===== src/rtl/core/kmne_pkg.sv =====
`timescale 1ns / 1ps
`default_nettype none
// ----------------------------------------------------------------------------
// kmne_pkg: shared constants, types and tables of the key matrix scanner
// Matrix geometry, field widths, item action codes and the power-up note
// layout of the note map.
// ----------------------------------------------------------------------------
package kmne_pkg;

  // Matrix geometry
  localparam int COLUMNS  = 14;
  localparam int ROWS     = 4;
  localparam int MAP_SIZE = ROWS * COLUMNS;

  // Field widths
  localparam int COL_W   = 4;
  localparam int ROW_W   = 2;
  localparam int LEVEL_W = 4;
  localparam int IDX_W   = 6;
  localparam int NOTE_W  = 7;
  localparam int VEL_W   = 7;

  // Velocities
  localparam logic [VEL_W-1:0] VEL_ON  = 7'd127;
  localparam logic [VEL_W-1:0] VEL_OFF = 7'd0;

  // Input item action codes
  typedef enum logic {
    ACT_LOAD = 1'b0,
    ACT_SCAN = 1'b1
  } action_t;

  // Power-up note layout, row by column
  localparam int DEF_ROWS = 4;
  localparam int DEF_COLS = 14;

  localparam logic [NOTE_W-1:0] DEF_LAYOUT [DEF_ROWS][DEF_COLS] = '{
    '{7'd54, 7'd50, 7'd61, 7'd71, 7'd81, 7'd78, 7'd88,
      7'd90, 7'd93, 7'd82, 7'd72, 7'd62, 7'd51, 7'd55},
    '{7'd68, 7'd64, 7'd75, 7'd84, 7'd95, 7'd92, 7'd56,
      7'd75, 7'd79, 7'd68, 7'd59, 7'd48, 7'd96, 7'd87},
    '{7'd80, 7'd77, 7'd87, 7'd53, 7'd51, 7'd60, 7'd70,
      7'd63, 7'd65, 7'd56, 7'd89, 7'd80, 7'd83, 7'd73},
    '{7'd94, 7'd91, 7'd57, 7'd67, 7'd63, 7'd74, 7'd85,
      7'd49, 7'd52, 7'd86, 7'd76, 7'd66, 7'd69, 7'd58}
  };

  // Note of a map entry that was never loaded
  function automatic logic [NOTE_W-1:0] default_note(input logic [ROW_W-1:0] row,
                                                     input logic [COL_W-1:0] col);
    logic [NOTE_W-1:0] note;
    note = '0;
    if (int'(row) < DEF_ROWS && int'(col) < DEF_COLS) begin
      note = DEF_LAYOUT[int'(row)][int'(col)];
    end
    return note;
  endfunction

endpackage
`default_nettype wire


===== src/rtl/core/kmne_in_if.sv =====
`timescale 1ns / 1ps
`default_nettype none
// ----------------------------------------------------------------------------
// kmne_in_if: input item channel
// Valid/ready channel carrying one scan or note map load item per transfer.
// ----------------------------------------------------------------------------
interface kmne_in_if;
  logic                         valid;
  logic                         ready;
  logic                         action;
  logic [kmne_pkg::LEVEL_W-1:0] row_levels;
  logic [kmne_pkg::IDX_W-1:0]   load_index;
  logic [kmne_pkg::NOTE_W-1:0]  load_note;

  modport source (output valid, action, row_levels, load_index, load_note,
                  input ready);
  modport sink   (input valid, action, row_levels, load_index, load_note,
                  output ready);
endinterface
`default_nettype wire


===== src/rtl/core/kmne_out_if.sv =====
`timescale 1ns / 1ps
`default_nettype none
// ----------------------------------------------------------------------------
// kmne_out_if: note event channel
// Valid/ready channel carrying one note event per transfer.
// ----------------------------------------------------------------------------
interface kmne_out_if;
  logic                        valid;
  logic                        ready;
  logic [kmne_pkg::COL_W-1:0]  column_index;
  logic [kmne_pkg::ROW_W-1:0]  row_index;
  logic [kmne_pkg::NOTE_W-1:0] note_number;
  logic [kmne_pkg::VEL_W-1:0]  velocity;
  logic                        last;

  modport source (output valid, column_index, row_index, note_number, velocity, last,
                  input ready);
  modport sink   (input valid, column_index, row_index, note_number, velocity, last,
                  output ready);
endinterface
`default_nettype wire


===== src/rtl/core/kmne_ram.sv =====
`timescale 1ns / 1ps
`default_nettype none
// ----------------------------------------------------------------------------
// kmne_ram: generic simple dual-port RAM
// One write port, one read port with registered read data. A read of the
// address being written returns the old contents. Read data holds while
// no read is enabled.
// ----------------------------------------------------------------------------
module kmne_ram #(
  parameter int WIDTH  = 8,
  parameter int DEPTH  = 16,
  parameter int ADDR_W = (DEPTH > 1) ? $clog2(DEPTH) : 1
) (
  input  wire               clk,
  input  wire               we,
  input  wire  [ADDR_W-1:0] waddr,
  input  wire  [WIDTH-1:0]  wdata,
  input  wire               re,
  input  wire  [ADDR_W-1:0] raddr,
  output logic [WIDTH-1:0]  rdata
);

  logic [WIDTH-1:0] mem [DEPTH];

  always_ff @(posedge clk) begin
    if (we) begin
      mem[waddr] <= wdata;
    end
    if (re) begin
      rdata <= mem[raddr];
    end
  end

endmodule
`default_nettype wire


===== src/rtl/core/key_matrix_note_events.sv =====
`timescale 1ns / 1ps
`default_nettype none
// ----------------------------------------------------------------------------
// key_matrix_note_events: key matrix scanner with note event output
// Compares scanned row levels with the stored switch state and emits one
// note event per changed key.
// ----------------------------------------------------------------------------
// Usage
//   in_ch  : one item per transfer. A scan item (action = 1) carries the
//            row levels of the current column (low = pressed); a load item
//            (action = 0) writes one note map entry.
//   out_ch : one note event per transfer, rows in ascending order, the last
//            event of a scan marked with last.
//   cfg_we / cfg_wdata : writes scan_enable; scans are dropped while it is 0.
// Throughput
//   A scan's events pass the compare stage, event sequencer, note read
//   stage and output register to out_ch, one per cycle while out_ch.ready
//   is high. Scans without a key change and loads are taken every cycle
//   while the compare stage is free; a scan with changes holds the event
//   sequencer, and so the input, until the single note map read port has
//   served them. A load waits until all earlier events have read their note.
// Reset
//   Synchronous rst_n: all keys up, default note layout, column 0, scanning
//   off. No clearing pass: per-entry valid bits stand for the reset values.
// Stall
//   When out_ch.ready is low the events back up through the note read stage
//   and the sequencer; in_ch.ready drops once the compare stage is full.
// ----------------------------------------------------------------------------
module key_matrix_note_events (
  input  wire        clk,
  input  wire        rst_n,
  input  wire        cfg_we,
  input  wire        cfg_wdata,
  kmne_in_if.sink    in_ch,
  kmne_out_if.source out_ch
);

  localparam int ROWS    = kmne_pkg::ROWS;
  localparam int COLUMNS = kmne_pkg::COLUMNS;
  localparam int COL_W   = kmne_pkg::COL_W;
  localparam int ROW_W   = kmne_pkg::ROW_W;
  localparam int IDX_W   = kmne_pkg::IDX_W;
  localparam int NOTE_W  = kmne_pkg::NOTE_W;

  // Configuration and column counter
  logic             scan_en_r;
  logic [COL_W-1:0] col_r, col_nxt;

  // Compare stage
  logic             b_valid_r, b_valid_nxt;
  logic [COL_W-1:0] b_col_r;
  logic [ROWS-1:0]  b_press_r, b_press_nxt;
  logic             b_fwd_r, b_fwd_nxt;
  logic [ROWS-1:0]  b_fwd_data_r;
  logic [ROWS-1:0]  b_stored, b_change;
  logic             b_moves, b_free;

  // Event sequencer
  logic [ROWS-1:0]  ev_mask_r, ev_mask_nxt;
  logic [ROWS-1:0]  ev_press_r;
  logic [COL_W-1:0] ev_col_r;
  logic [ROWS-1:0]  ev_onehot;
  logic [ROW_W-1:0] ev_row;
  logic             ev_last, ev_issue, ev_empty_nxt;
  logic [IDX_W-1:0] ev_addr;

  // Note read stage
  logic              p_valid_r, p_valid_nxt;
  logic [COL_W-1:0]  p_col_r;
  logic [ROW_W-1:0]  p_row_r;
  logic              p_press_r, p_last_r, p_vb_r;
  logic [NOTE_W-1:0] p_def_r, p_note;
  logic              p_moves, p_free;

  // Output register
  logic              o_valid_r, o_valid_nxt;
  logic [COL_W-1:0]  o_col_r;
  logic [ROW_W-1:0]  o_row_r;
  logic [NOTE_W-1:0] o_note_r;
  logic              o_press_r, o_last_r;

  // Valid bits standing for reset contents of the memories
  logic [COLUMNS-1:0]           sw_vld_r;
  logic [kmne_pkg::MAP_SIZE-1:0] nm_vld_r;

  // Memory ports
  logic [ROWS-1:0]   sw_rdata;
  logic [NOTE_W-1:0] nm_rdata;

  // Input decode
  logic in_scan, in_fire, scan_go, load_go, load_ok;

  assign in_scan = (in_ch.action == kmne_pkg::ACT_SCAN);
  assign in_fire = in_ch.valid && in_ch.ready;
  assign scan_go = in_fire && in_scan && scan_en_r;
  assign load_go = in_fire && !in_scan &&
                   (in_ch.load_index < IDX_W'(kmne_pkg::MAP_SIZE));

  // Stored switch state of the column in the compare stage
  assign b_stored = b_fwd_r ? b_fwd_data_r : (sw_vld_r[b_col_r] ? sw_rdata : '0);
  assign b_change = b_press_r ^ b_stored;

  // Lowest pending row of the sequencer
  always_comb begin
    ev_onehot = '0;
    ev_row    = '0;
    for (int r = ROWS - 1; r >= 0; r--) begin
      if (ev_mask_r[r]) begin
        ev_onehot = ROWS'(1) << r;
        ev_row    = ROW_W'(r);
      end
    end
  end

  assign ev_last      = ((ev_mask_r & ~ev_onehot) == '0);
  assign ev_addr      = IDX_W'(32'(ev_row) * COLUMNS + 32'(ev_col_r));
  assign p_moves      = p_valid_r && (!o_valid_r || out_ch.ready);
  assign p_free       = !p_valid_r || p_moves;
  assign ev_issue     = (ev_mask_r != '0) && p_free;
  assign ev_empty_nxt = (ev_mask_r == '0) || (ev_issue && ev_last);
  assign b_moves      = b_valid_r && ((b_change == '0) || ev_empty_nxt);
  assign b_free       = !b_valid_r || b_moves;

  // A load may not overtake events still waiting for their note
  assign load_ok = !(b_valid_r && (b_change != '0)) &&
                   ((ev_mask_r & ~(ev_issue ? ev_onehot : '0)) == '0);

  assign in_ch.ready = b_free && (in_scan || load_ok);

  // Column counter and compare stage next state
  always_comb begin
    col_nxt = col_r;
    if (scan_go) begin
      col_nxt = (32'(col_r) >= COLUMNS - 1) ? '0 : col_r + COL_W'(1);
    end
    b_valid_nxt = scan_go ? 1'b1 : (b_moves ? 1'b0 : b_valid_r);
    b_fwd_nxt   = b_moves && (b_col_r == col_r);
    for (int r = 0; r < ROWS; r++) begin
      b_press_nxt[r] = (r < kmne_pkg::LEVEL_W) ? ~in_ch.row_levels[r] : 1'b0;
    end
  end

  // Sequencer, read stage and output next state
  always_comb begin
    ev_mask_nxt = ev_mask_r;
    if (b_moves && (b_change != '0)) begin
      ev_mask_nxt = b_change;
    end else if (ev_issue) begin
      ev_mask_nxt = ev_mask_r & ~ev_onehot;
    end
    p_valid_nxt = ev_issue ? 1'b1 : (p_moves ? 1'b0 : p_valid_r);
    o_valid_nxt = p_moves ? 1'b1 : (out_ch.ready ? 1'b0 : o_valid_r);
  end

  // Control registers
  always_ff @(posedge clk) begin
    if (!rst_n) begin
      scan_en_r <= 1'b0;
      col_r     <= '0;
      b_valid_r <= 1'b0;
      ev_mask_r <= '0;
      p_valid_r <= 1'b0;
      o_valid_r <= 1'b0;
      sw_vld_r  <= '0;
      nm_vld_r  <= '0;
    end else begin
      if (cfg_we) begin
        scan_en_r <= cfg_wdata;
      end
      col_r     <= col_nxt;
      b_valid_r <= b_valid_nxt;
      ev_mask_r <= ev_mask_nxt;
      p_valid_r <= p_valid_nxt;
      o_valid_r <= o_valid_nxt;
      if (b_moves) begin
        sw_vld_r[b_col_r] <= 1'b1;
      end
      if (load_go) begin
        nm_vld_r[in_ch.load_index] <= 1'b1;
      end
    end
  end

  // Payload registers
  always_ff @(posedge clk) begin
    if (scan_go) begin
      b_col_r      <= col_r;
      b_press_r    <= b_press_nxt;
      b_fwd_r      <= b_fwd_nxt;
      b_fwd_data_r <= b_press_r;
    end
    // only a scan with changes takes over the sequencer
    if (b_moves && (b_change != '0)) begin
      ev_col_r   <= b_col_r;
      ev_press_r <= b_press_r;
    end
    if (ev_issue) begin
      p_col_r   <= ev_col_r;
      p_row_r   <= ev_row;
      p_press_r <= ev_press_r[ev_row];
      p_last_r  <= ev_last;
      p_vb_r    <= nm_vld_r[ev_addr];
      p_def_r   <= kmne_pkg::default_note(ev_row, ev_col_r);
    end
    if (p_moves) begin
      o_col_r   <= p_col_r;
      o_row_r   <= p_row_r;
      o_note_r  <= p_note;
      o_press_r <= p_press_r;
      o_last_r  <= p_last_r;
    end
  end

  assign p_note = p_vb_r ? nm_rdata : p_def_r;

  // Switch state, one word of row bits per column
  kmne_ram #(
    .WIDTH (ROWS),
    .DEPTH (COLUMNS)
  ) u_switch_ram (
    .clk   (clk),
    .we    (b_moves),
    .waddr (b_col_r),
    .wdata (b_press_r),
    .re    (scan_go),
    .raddr (col_r),
    .rdata (sw_rdata)
  );

  // Note map, one entry per key
  kmne_ram #(
    .WIDTH (NOTE_W),
    .DEPTH (kmne_pkg::MAP_SIZE)
  ) u_note_ram (
    .clk   (clk),
    .we    (load_go),
    .waddr (in_ch.load_index),
    .wdata (in_ch.load_note),
    .re    (ev_issue),
    .raddr (ev_addr),
    .rdata (nm_rdata)
  );

  // Result channel
  assign out_ch.valid        = o_valid_r;
  assign out_ch.column_index = o_col_r;
  assign out_ch.row_index    = o_row_r;
  assign out_ch.note_number  = o_note_r;
  assign out_ch.velocity     = o_press_r ? kmne_pkg::VEL_ON : kmne_pkg::VEL_OFF;
  assign out_ch.last         = o_last_r;

endmodule
`default_nettype wire

===== src/flat_wrapper.sv =====
// flat-port wrapper written by rule: the top's interface ports become plain ports
module key_matrix_note_events_flat 
  (clk, rst_n, cfg_we, cfg_wdata, in_ch_valid, in_ch_action, in_ch_row_levels, in_ch_load_index, in_ch_load_note, in_ch_ready, out_ch_valid, out_ch_column_index, out_ch_row_index, out_ch_note_number, out_ch_velocity, out_ch_last, out_ch_ready);
  kmne_in_if in_ch_i ();
  kmne_out_if out_ch_i ();
  input  wire clk;
  input  wire rst_n;
  input  wire cfg_we;
  input  wire cfg_wdata;
  input wire logic [$bits(in_ch_i.valid)-1:0] in_ch_valid;
  input wire logic [$bits(in_ch_i.action)-1:0] in_ch_action;
  input wire logic [$bits(in_ch_i.row_levels)-1:0] in_ch_row_levels;
  input wire logic [$bits(in_ch_i.load_index)-1:0] in_ch_load_index;
  input wire logic [$bits(in_ch_i.load_note)-1:0] in_ch_load_note;
  output wire logic [$bits(in_ch_i.ready)-1:0] in_ch_ready;
  output wire logic [$bits(out_ch_i.valid)-1:0] out_ch_valid;
  output wire logic [$bits(out_ch_i.column_index)-1:0] out_ch_column_index;
  output wire logic [$bits(out_ch_i.row_index)-1:0] out_ch_row_index;
  output wire logic [$bits(out_ch_i.note_number)-1:0] out_ch_note_number;
  output wire logic [$bits(out_ch_i.velocity)-1:0] out_ch_velocity;
  output wire logic [$bits(out_ch_i.last)-1:0] out_ch_last;
  input wire logic [$bits(out_ch_i.ready)-1:0] out_ch_ready;
  assign in_ch_i.valid = in_ch_valid;
  assign in_ch_i.action = in_ch_action;
  assign in_ch_i.row_levels = in_ch_row_levels;
  assign in_ch_i.load_index = in_ch_load_index;
  assign in_ch_i.load_note = in_ch_load_note;
  assign in_ch_ready = in_ch_i.ready;
  assign out_ch_valid = out_ch_i.valid;
  assign out_ch_column_index = out_ch_i.column_index;
  assign out_ch_row_index = out_ch_i.row_index;
  assign out_ch_note_number = out_ch_i.note_number;
  assign out_ch_velocity = out_ch_i.velocity;
  assign out_ch_last = out_ch_i.last;
  assign out_ch_i.ready = out_ch_ready;
  key_matrix_note_events u_core (.clk(clk), .rst_n(rst_n), .cfg_we(cfg_we), .cfg_wdata(cfg_wdata), .in_ch(in_ch_i), .out_ch(out_ch_i));
endmodule

===== config.mk =====
export PLATFORM = sky130hd
export DESIGN_NAME = key_matrix_note_events_flat
export DESIGN_NICKNAME = d
export VERILOG_FILES = /design/src/rtl/core/kmne_pkg.sv /design/src/rtl/core/kmne_in_if.sv /design/src/rtl/core/kmne_out_if.sv /design/src/rtl/core/kmne_ram.sv /design/src/rtl/core/key_matrix_note_events.sv /design/src/flat_wrapper.sv
export SDC_FILE = /design/constraint.sdc
export NUM_CORES = 1
export LEC_CHECK = 0
export ABC_AREA = 1
export BUFFER_PORTS_ARGS = -buffer_cell sky130_fd_sc_hd__buf_2
export CELL_PAD_IN_SITES_DETAIL_PLACEMENT = 0
export CELL_PAD_IN_SITES_GLOBAL_PLACEMENT = 2
export CORE_MARGIN = 2
export CORE_UTILIZATION = 46
export DETAILED_ROUTE_END_ITERATION = 8
export HOLD_SLACK_MARGIN = 0.08
export PLACE_DENSITY = 0.88
export SLEW_MARGIN = 30
export SYNTH_ARGS = -nofsm -noshare
export SYNTH_HDL_FRONTEND = slang
export SYNTH_SLANG_ARGS = --single-unit

===== constraint.sdc =====
create_clock -name clk -period 9.7 [get_ports clk]
set_clock_uncertainty 0.15 [all_clocks]
set_input_delay 0.97 -clock clk [delete_from_list [all_inputs] [get_ports clk]]
set_output_delay 0.97 -clock clk [all_outputs]
set_load 0.01 [all_outputs]

### Yosys cells after proc, flatten, opt, wreduce, memory -nomap -nowiden

Memories as Yosys holds them, arrays and structs flattened. A register that Yosys moved wholly into a read port is not among the register bits.
Cells that the tools add are included.

* bits in read-only memories: 0
* output and inout port bits: 23
* memory bits (writable): 448
* register bits: 134
* memories: 2
* bits in latches: 0

* bitwise operators: 13
* muxes and demuxes: 42
* magnitude comparators: 11
* eq/ne operators: 1
* shift-type cells: 0
* divide/modulo/power cells: 0
* reductions and logical operators: 37
* multipliers: 1
* add/subtract/negate cells: 2

Memories
* u_core.u_note_ram.mem: depth 56, width 7, read ports 1, clocked after Yosys merged registers in 1, wr ports 1, RTL line kmne_ram.sv:23 `logic [WIDTH-1:0] mem [DEPTH];`
* u_core.u_switch_ram.mem: depth 14, width 4, read ports 1, clocked after Yosys merged registers in 1, wr ports 1, RTL line kmne_ram.sv:23

Operator list (number)
* binary-select mux 98 bit (select 2 bit): 1
* 2-to-1 mux 98 bit: 2
* OR 56 bit: 1
* 2-to-1 mux 4 bit: 10
* >= comparator 32 x 3 -> 1 bit (second input constant): 1
* >= comparator 32 x 5 -> 1 bit (second input constant): 1
* NOT 2 -> 32 bit: 1
* NOT 4 -> 32 bit: 1
* binary-select mux 7 bit (select 4 bit): 1
* 2-to-1 mux 7 bit: 4
* logical AND 1 bit: 16
* zero test 4 bit: 4
* 2-to-1 mux 1 bit: 15
* less-than comparator 6 x 7 -> 1 bit (second input constant): 2
* OR 14 bit: 1
* AND 4 bit: 2
* 2-to-1 mux 2 bit: 4
* NOT 4 bit: 2
* nonzero test 2 bit: 4
* nonzero test 4 bit: 2
* adder 6 x 4 -> 6 bit: 1
* binary-select mux 1 bit (select 6 bit): 1
* demux 1 bit (select 6 bit): 1
* >= comparator 6 x 1 -> 1 bit (second input constant): 1
* other kinds (16): 28

### Longest topological paths before layout

* depth after elaboration: 18
* depth in mapped cells: 20
* gate-level depth less buffers: 20

### Hierarchy

From an unflattened synthesis, not the netlist that was laid out.

* cell total of the unflattened synthesis: 2552
* area total of the unflattened synthesis: 26053.7 um^2

Modules (own cells, without submodules)
* kmne_ram (u_core.u_note_ram): seq. area each 11981.5 um^2, cells each 1457, area each 16634.7 um^2, instances 1
* key_matrix_note_events: seq. area each 3203.1 um^2, cells each 853, area each 6864.1 um^2, instances 1
* kmne_ram (u_core.u_switch_ram): seq. area each 1801.7 um^2, cells each 242, area each 2555.0 um^2, instances 1

### Worst setup path before layout

OpenSTA, ideal clock, no wires.

* path type: register to register
* from: reg u_core.ev_mask_r[2]
* to: reg u_core.u_note_ram.rdata[0], read port of u_core.u_note_ram.mem (data pin)
* slack: 6055 ps
* data arrival time: 3240 ps
* setup time: 254 ps
* clock period less this slack: 3645 ps
* data required time: 9296 ps
* buffers on the path: 0
* stages on the path, launching flop included: 14
* cell sequence: dfxtp_1 > inv_1 > nand2_1 > a21oi_1 > inv_1 > ha_1 > inv_1 > fa_1 > or2_2 > a21oi_1 > xor2_1 > inv_1 > nand3_1 > nand2_1

* longest elaborated chain between the ends: 5
* elaborated cells on any way between the ends: 7
* those cells by class: 1 x add/sub; 1 x mul; 3 x mux; 2 x reduce/logical

Ends and longest elaborated chain
* start, declared: RTL line key_matrix_note_events.sv:59 `logic [ROWS-1:0] ev_mask_r, ev_mask_nxt;`
* start signal, assigned: RTL line key_matrix_note_events.sv:172 `ev_mask_r <= ev_mask_nxt;`
* 2-to-1 mux 2 bit (3 in a row): RTL line key_matrix_note_events.sv:108 `if (ev_mask_r[r]) begin`
* via u_core.ev_row[0]: RTL line key_matrix_note_events.sv:63 `logic [ROW_W-1:0] ev_row;`
* multiplier 2 x 3 -> 5 bit: RTL line key_matrix_note_events.sv:116 `assign ev_addr = IDX_W'(32'(ev_row) * COLUMNS + 32'(ev_col_r));`
* adder 6 x 4 -> 6 bit: RTL line key_matrix_note_events.sv:116
* end, declared: RTL line kmne_ram.sv:20 `output logic [WIDTH-1:0] rdata`

The timed path passes the listed nets, and every way through them passes these cells.
A chain may end at the register's enable or synchronous reset.

### Final worst setup path

* from: reg u_core.ev_mask_r[2]
* to: reg u_core.u_note_ram.rdata[6], read port of u_core.u_note_ram.mem (data pin)

Same word-level chain as after synthesis.

==> flow_metrics.tcl <==
set metrics [dict create \
    outcome "complete, no violations" \
    setup.worst_path.class "reg -> reg" \
    route.final.wire_length_um 64400 \
    die_footprint_mm2 0.0565 \
    post_cts_resize_count 0 \
    initial_utilization 0.466 \
    cts.reportedPaths.clkPinSlew_ps 60 \
    synth_simple_gate_area_frac 0.119 \
    rsz0062_at_grt "no" \
    std_cell_rows 85 \
    cts.htree.levels 2 \
    tritoncts_clock_tree "done" \
    crit_path_end_kind "register" \
    antenna_found_initial 2 \
    routabilityCongestion 0.818 \
    fillerInstances 4641 \
    synth_compound_area_frac 0.136 \
    syn_inst 2191 \
    maxClockFrequency_mhz 183 \
    ys.flop_type "sky130_fd_sc_hd__edfxtp_1" \
    yosysWarningCount 0 \
    core_area_mm2 0.0539 \
    grt_remaining_overflow 0 \
    fin_nets 2220 \
    slew_viol_final 0 \
    post_synth_xor_area_fraction 0.00244 \
    cap_violations 0 \
    tightest_slew_ps 1010 \
    io_buffer_count 46 \
    share_of_cells_above_drive_strength_1 0.119 \
    drt_pass1_iterations 6 \
    clockBufferDepth 3 \
    mappedNetlistArea_mm2 0.0251 \
    max_slew_margin 0.327 \
    cell_chain_critical_path "inv_1, nand2_1, a21oi_1, inv_1, ha_1, inv_1, fa_2, buf_4, inv_1, buf_4, o221ai_1, nand3_1, nand3_1, nand3_1, nand2_1" \
    yosys-top-cells-area "sky130_fd_sc_hd__edfxtp_1, sky130_fd_sc_hd__dfxtp_1, sky130_fd_sc_hd__o21ai_0, sky130_fd_sc_hd__nor2_1, sky130_fd_sc_hd__inv_1" \
    wire_length_of_the_first_global_routing_pass_um 97900 \
    multi_input_gate_area_in_the_final_layout_mm2 0.00674 \
    route.detailed.drc 0 \
    muxShareOfSynthArea 0.00314 \
    yosys.cell_count.top_type "sky130_fd_sc_hd__edfxtp_1" \
    die_w_um 238 \
    synth-edff-count 511 \
    synth.lib_cells_used.distinct 42 \
    critical-path-max-stage-delay_ps 720 \
    power_density_mw_per_mm2 241 \
    critical_path.most_common_cell "sky130_fd_sc_hd__inv_1" \
    worst_path_max_delay_cell "sky130_fd_sc_hd__inv_1" \
    wire_per_inst_um 22.0 \
    cts.sink_count 593 \
    die_height_um 238 \
    netlist.area_leader.share 0.611 \
    timing.critical_path.fanout_max 66 \
    cts_hold_buffers 0 \
    fin_crit_ps 5470 \
    vdd_drop_max_mv 0.229 \
    insertion_delay_ps 630 \
    setup_tns_ps 0 \
    clk_root_buffer_cell "sky130_fd_sc_hd__clkbuf_16" \
    route.detailed.vias_per_inst 5.72 \
    area_growth_pct 10.8 \
    total_leakage_power_uw 0.0101 \
    leading_area_contributor_after_synthesis "sky130_fd_sc_hd__edfxtp_1" \
    ys_seq_elements 593 \
    ys_seq_area_frac 0.676 \
    final_core_utilization 0.516 \
    first_global_vias 16050 \
    holdCritPathClass "reg -> reg" \
    synth_fa_ha_area_frac 0.00727 \
    worst_ep_arrival_time_ps 5810 \
    setup_viol_count_final 0 \
    yosys-top-cells-count "sky130_fd_sc_hd__edfxtp_1, sky130_fd_sc_hd__nor2_1, sky130_fd_sc_hd__o21ai_0, sky130_fd_sc_hd__inv_1, sky130_fd_sc_hd__nand2_1" \
    average_size_of_a_mapped_cell_um2 11.5 \
    drt_iter0_markers 1878 \
    synth_top_family_by_area "compound AO/OA/AOI/OAI gates" \
    critPathLaunchType "register" \
    regArea_mm2 0.0170 \
    synth_nets 2229 \
    top_level_ports 47 \
    grt_use_total 0.228 \
    numCtsBuffers 60 \
    antennaDiodeCount 0 \
    finalCritPeriodShare 0.564 \
    ys_async_sr_fraction 0 \
    antenna_violating_nets_post_route 0 \
    critPathRequiredTime_ps 10040 \
    detailed_place_hpwl_um 38200 \
    hold_viol 0 \
    detailroute.via_count 16749 \
    setup_buffers_after_cts 0 \
    pin_count_of_the_biggest_net_entering_global_routing 184 \
]
## state kept, by name (all words and copies together) (netlist names), 7 cells and up
register and flops:
u_core.sw_vld_r 14, u_core.p_def_r 7, u_core.u_note_ram.rdata 7, u_core.nm_vld_r 56, u_core.u_switch_ram.mem 56, u_core.out_ch.note_number 7, u_core.u_note_ram.mem 392
## worst max-delay path: cells and delay by family, from the launching register on
| family | cells | cell delay [ps] |
|---|---|---|
| compound gates | 2 | 780 |
| fa+ha+maj | 2 | 1040 |
| simple gates | 5 | 600 |
| buf+inv | 6 | 2370 |
| flops | 1 | 320 |
## power by group
group	internal (µW)	switching [µW]
Sequential	2880	52.8
Clock	1360	982
Combinational	410	1030
Total	4650	2070
## metal layers
metal / vias to the layer above / global-route usage / part of all wire
met5: - / 0 / 0.00045
met3: 119 / 0.0384 / 0.071
met2: 633 / 0.355 / 0.45
met4: 4 / 0.0720 / 0.028
li1: 7759 / - / -
met1: 8234 / 0.328 / 0.45
## final timing paths
check | startpoint | to | slack (ps) | cells after the start
setup / recovery | u_core.ev_mask_r[2]$_SDFFE_PN0P_ | u_core.u_note_ram.rdata[6]$_DFFE_PP_ | 4230 | 15
hold / removal | u_core.p_last_r$_DFFE_PP_ | u_core.out_ch.last$_DFFE_PP_ | 270 | 0
setup reg to reg | u_core.ev_mask_r[2]$_SDFFE_PN0P_ | u_core.u_note_ram.rdata[6]$_DFFE_PP_ | 4230 | 15
hold reg to reg | u_core.p_last_r$_DFFE_PP_ | u_core.out_ch.last$_DFFE_PP_ | 270 | 0
## placed cells by master (no fill, tap or decap), types with 2 or more instances in the layout
cell and instances:
sky130_fd_sc_hd__a21oi_2 40, sky130_fd_sc_hd__dfxtp_1 82, sky130_fd_sc_hd__clkbuf_1 7, sky130_fd_sc_hd__o21ai_0 283
sky130_fd_sc_hd__nand3_1 128, sky130_fd_sc_hd__inv_1 208, sky130_fd_sc_hd__clkbuf_16 60, sky130_fd_sc_hd__a21oi_1 84
sky130_fd_sc_hd__nand2_1 151, sky130_fd_sc_hd__inv_6 3, sky130_fd_sc_hd__buf_4 19, sky130_fd_sc_hd__o21bai_2 3
sky130_fd_sc_hd__a31oi_1 7, sky130_fd_sc_hd__nand4_1 3, sky130_fd_sc_hd__nor3_1 5, sky130_fd_sc_hd__buf_2 42
sky130_fd_sc_hd__o21ai_1 2, sky130_fd_sc_hd__a32o_1 2, sky130_fd_sc_hd__bufinv_16 8, sky130_fd_sc_hd__xor2_1 5
sky130_fd_sc_hd__clkinv_1 14, sky130_fd_sc_hd__nand2_4 41, sky130_fd_sc_hd__ha_1 12, sky130_fd_sc_hd__edfxtp_1 511
sky130_fd_sc_hd__xnor2_1 2, sky130_fd_sc_hd__inv_2 4, sky130_fd_sc_hd__o211ai_1 21, sky130_fd_sc_hd__nand2_2 4
sky130_fd_sc_hd__o21a_1 3, sky130_fd_sc_hd__nor2_1 319, sky130_fd_sc_hd__o221ai_1 80, sky130_fd_sc_hd__clkinv_2 16
sky130_fd_sc_hd__mux2_2 7, sky130_fd_sc_hd__clkinvlp_4 5, sky130_fd_sc_hd__o22ai_1 35
## logic make-up (layout without fill, tap and decap cells)
kind of cell | Yosys count | count (layout)
mux | 7 | 7
simple gates | 657 | 657
xor+xnor | 7 | 7
buf+inv | 350 | 393
flops | 593 | 593
fa+ha+maj | 14 | 14
compound gates | 563 | 563
## per-stage QoR
stage | cells | area [µm²] | total power (µW) | hold slack (ps) | setup WS, ps
2_1_floorplan | 2191 | 25100 | 3850 | 250 | 6060
3_3_place_gp | 2815 | 25800 | 4410 | 257 | 4420
3_5_place_dp | 2816 | 25800 | 4420 | 257 | 4270
4_1_cts | 2930 | 27800 | 6740 | 271 | 4220
5_1_grt | 2930 | 27800 | 6970 | 281 | 3890
6_report | 2930 | 27800 | 6710 | 272 | 4230
## area by class of cell
class | instances | area share
multi-input cells | 1248 | 0.242
repair buffers | 64 | 0.0148
clock inverters | 46 | 0.0168
flip-flops and latches | 593 | 0.610
well taps | 696 | 0.0313
clock buffers | 68 | 0.0554
inverters | 215 | 0.0293
Note: power is estimated with default switching activity, not from simulation.
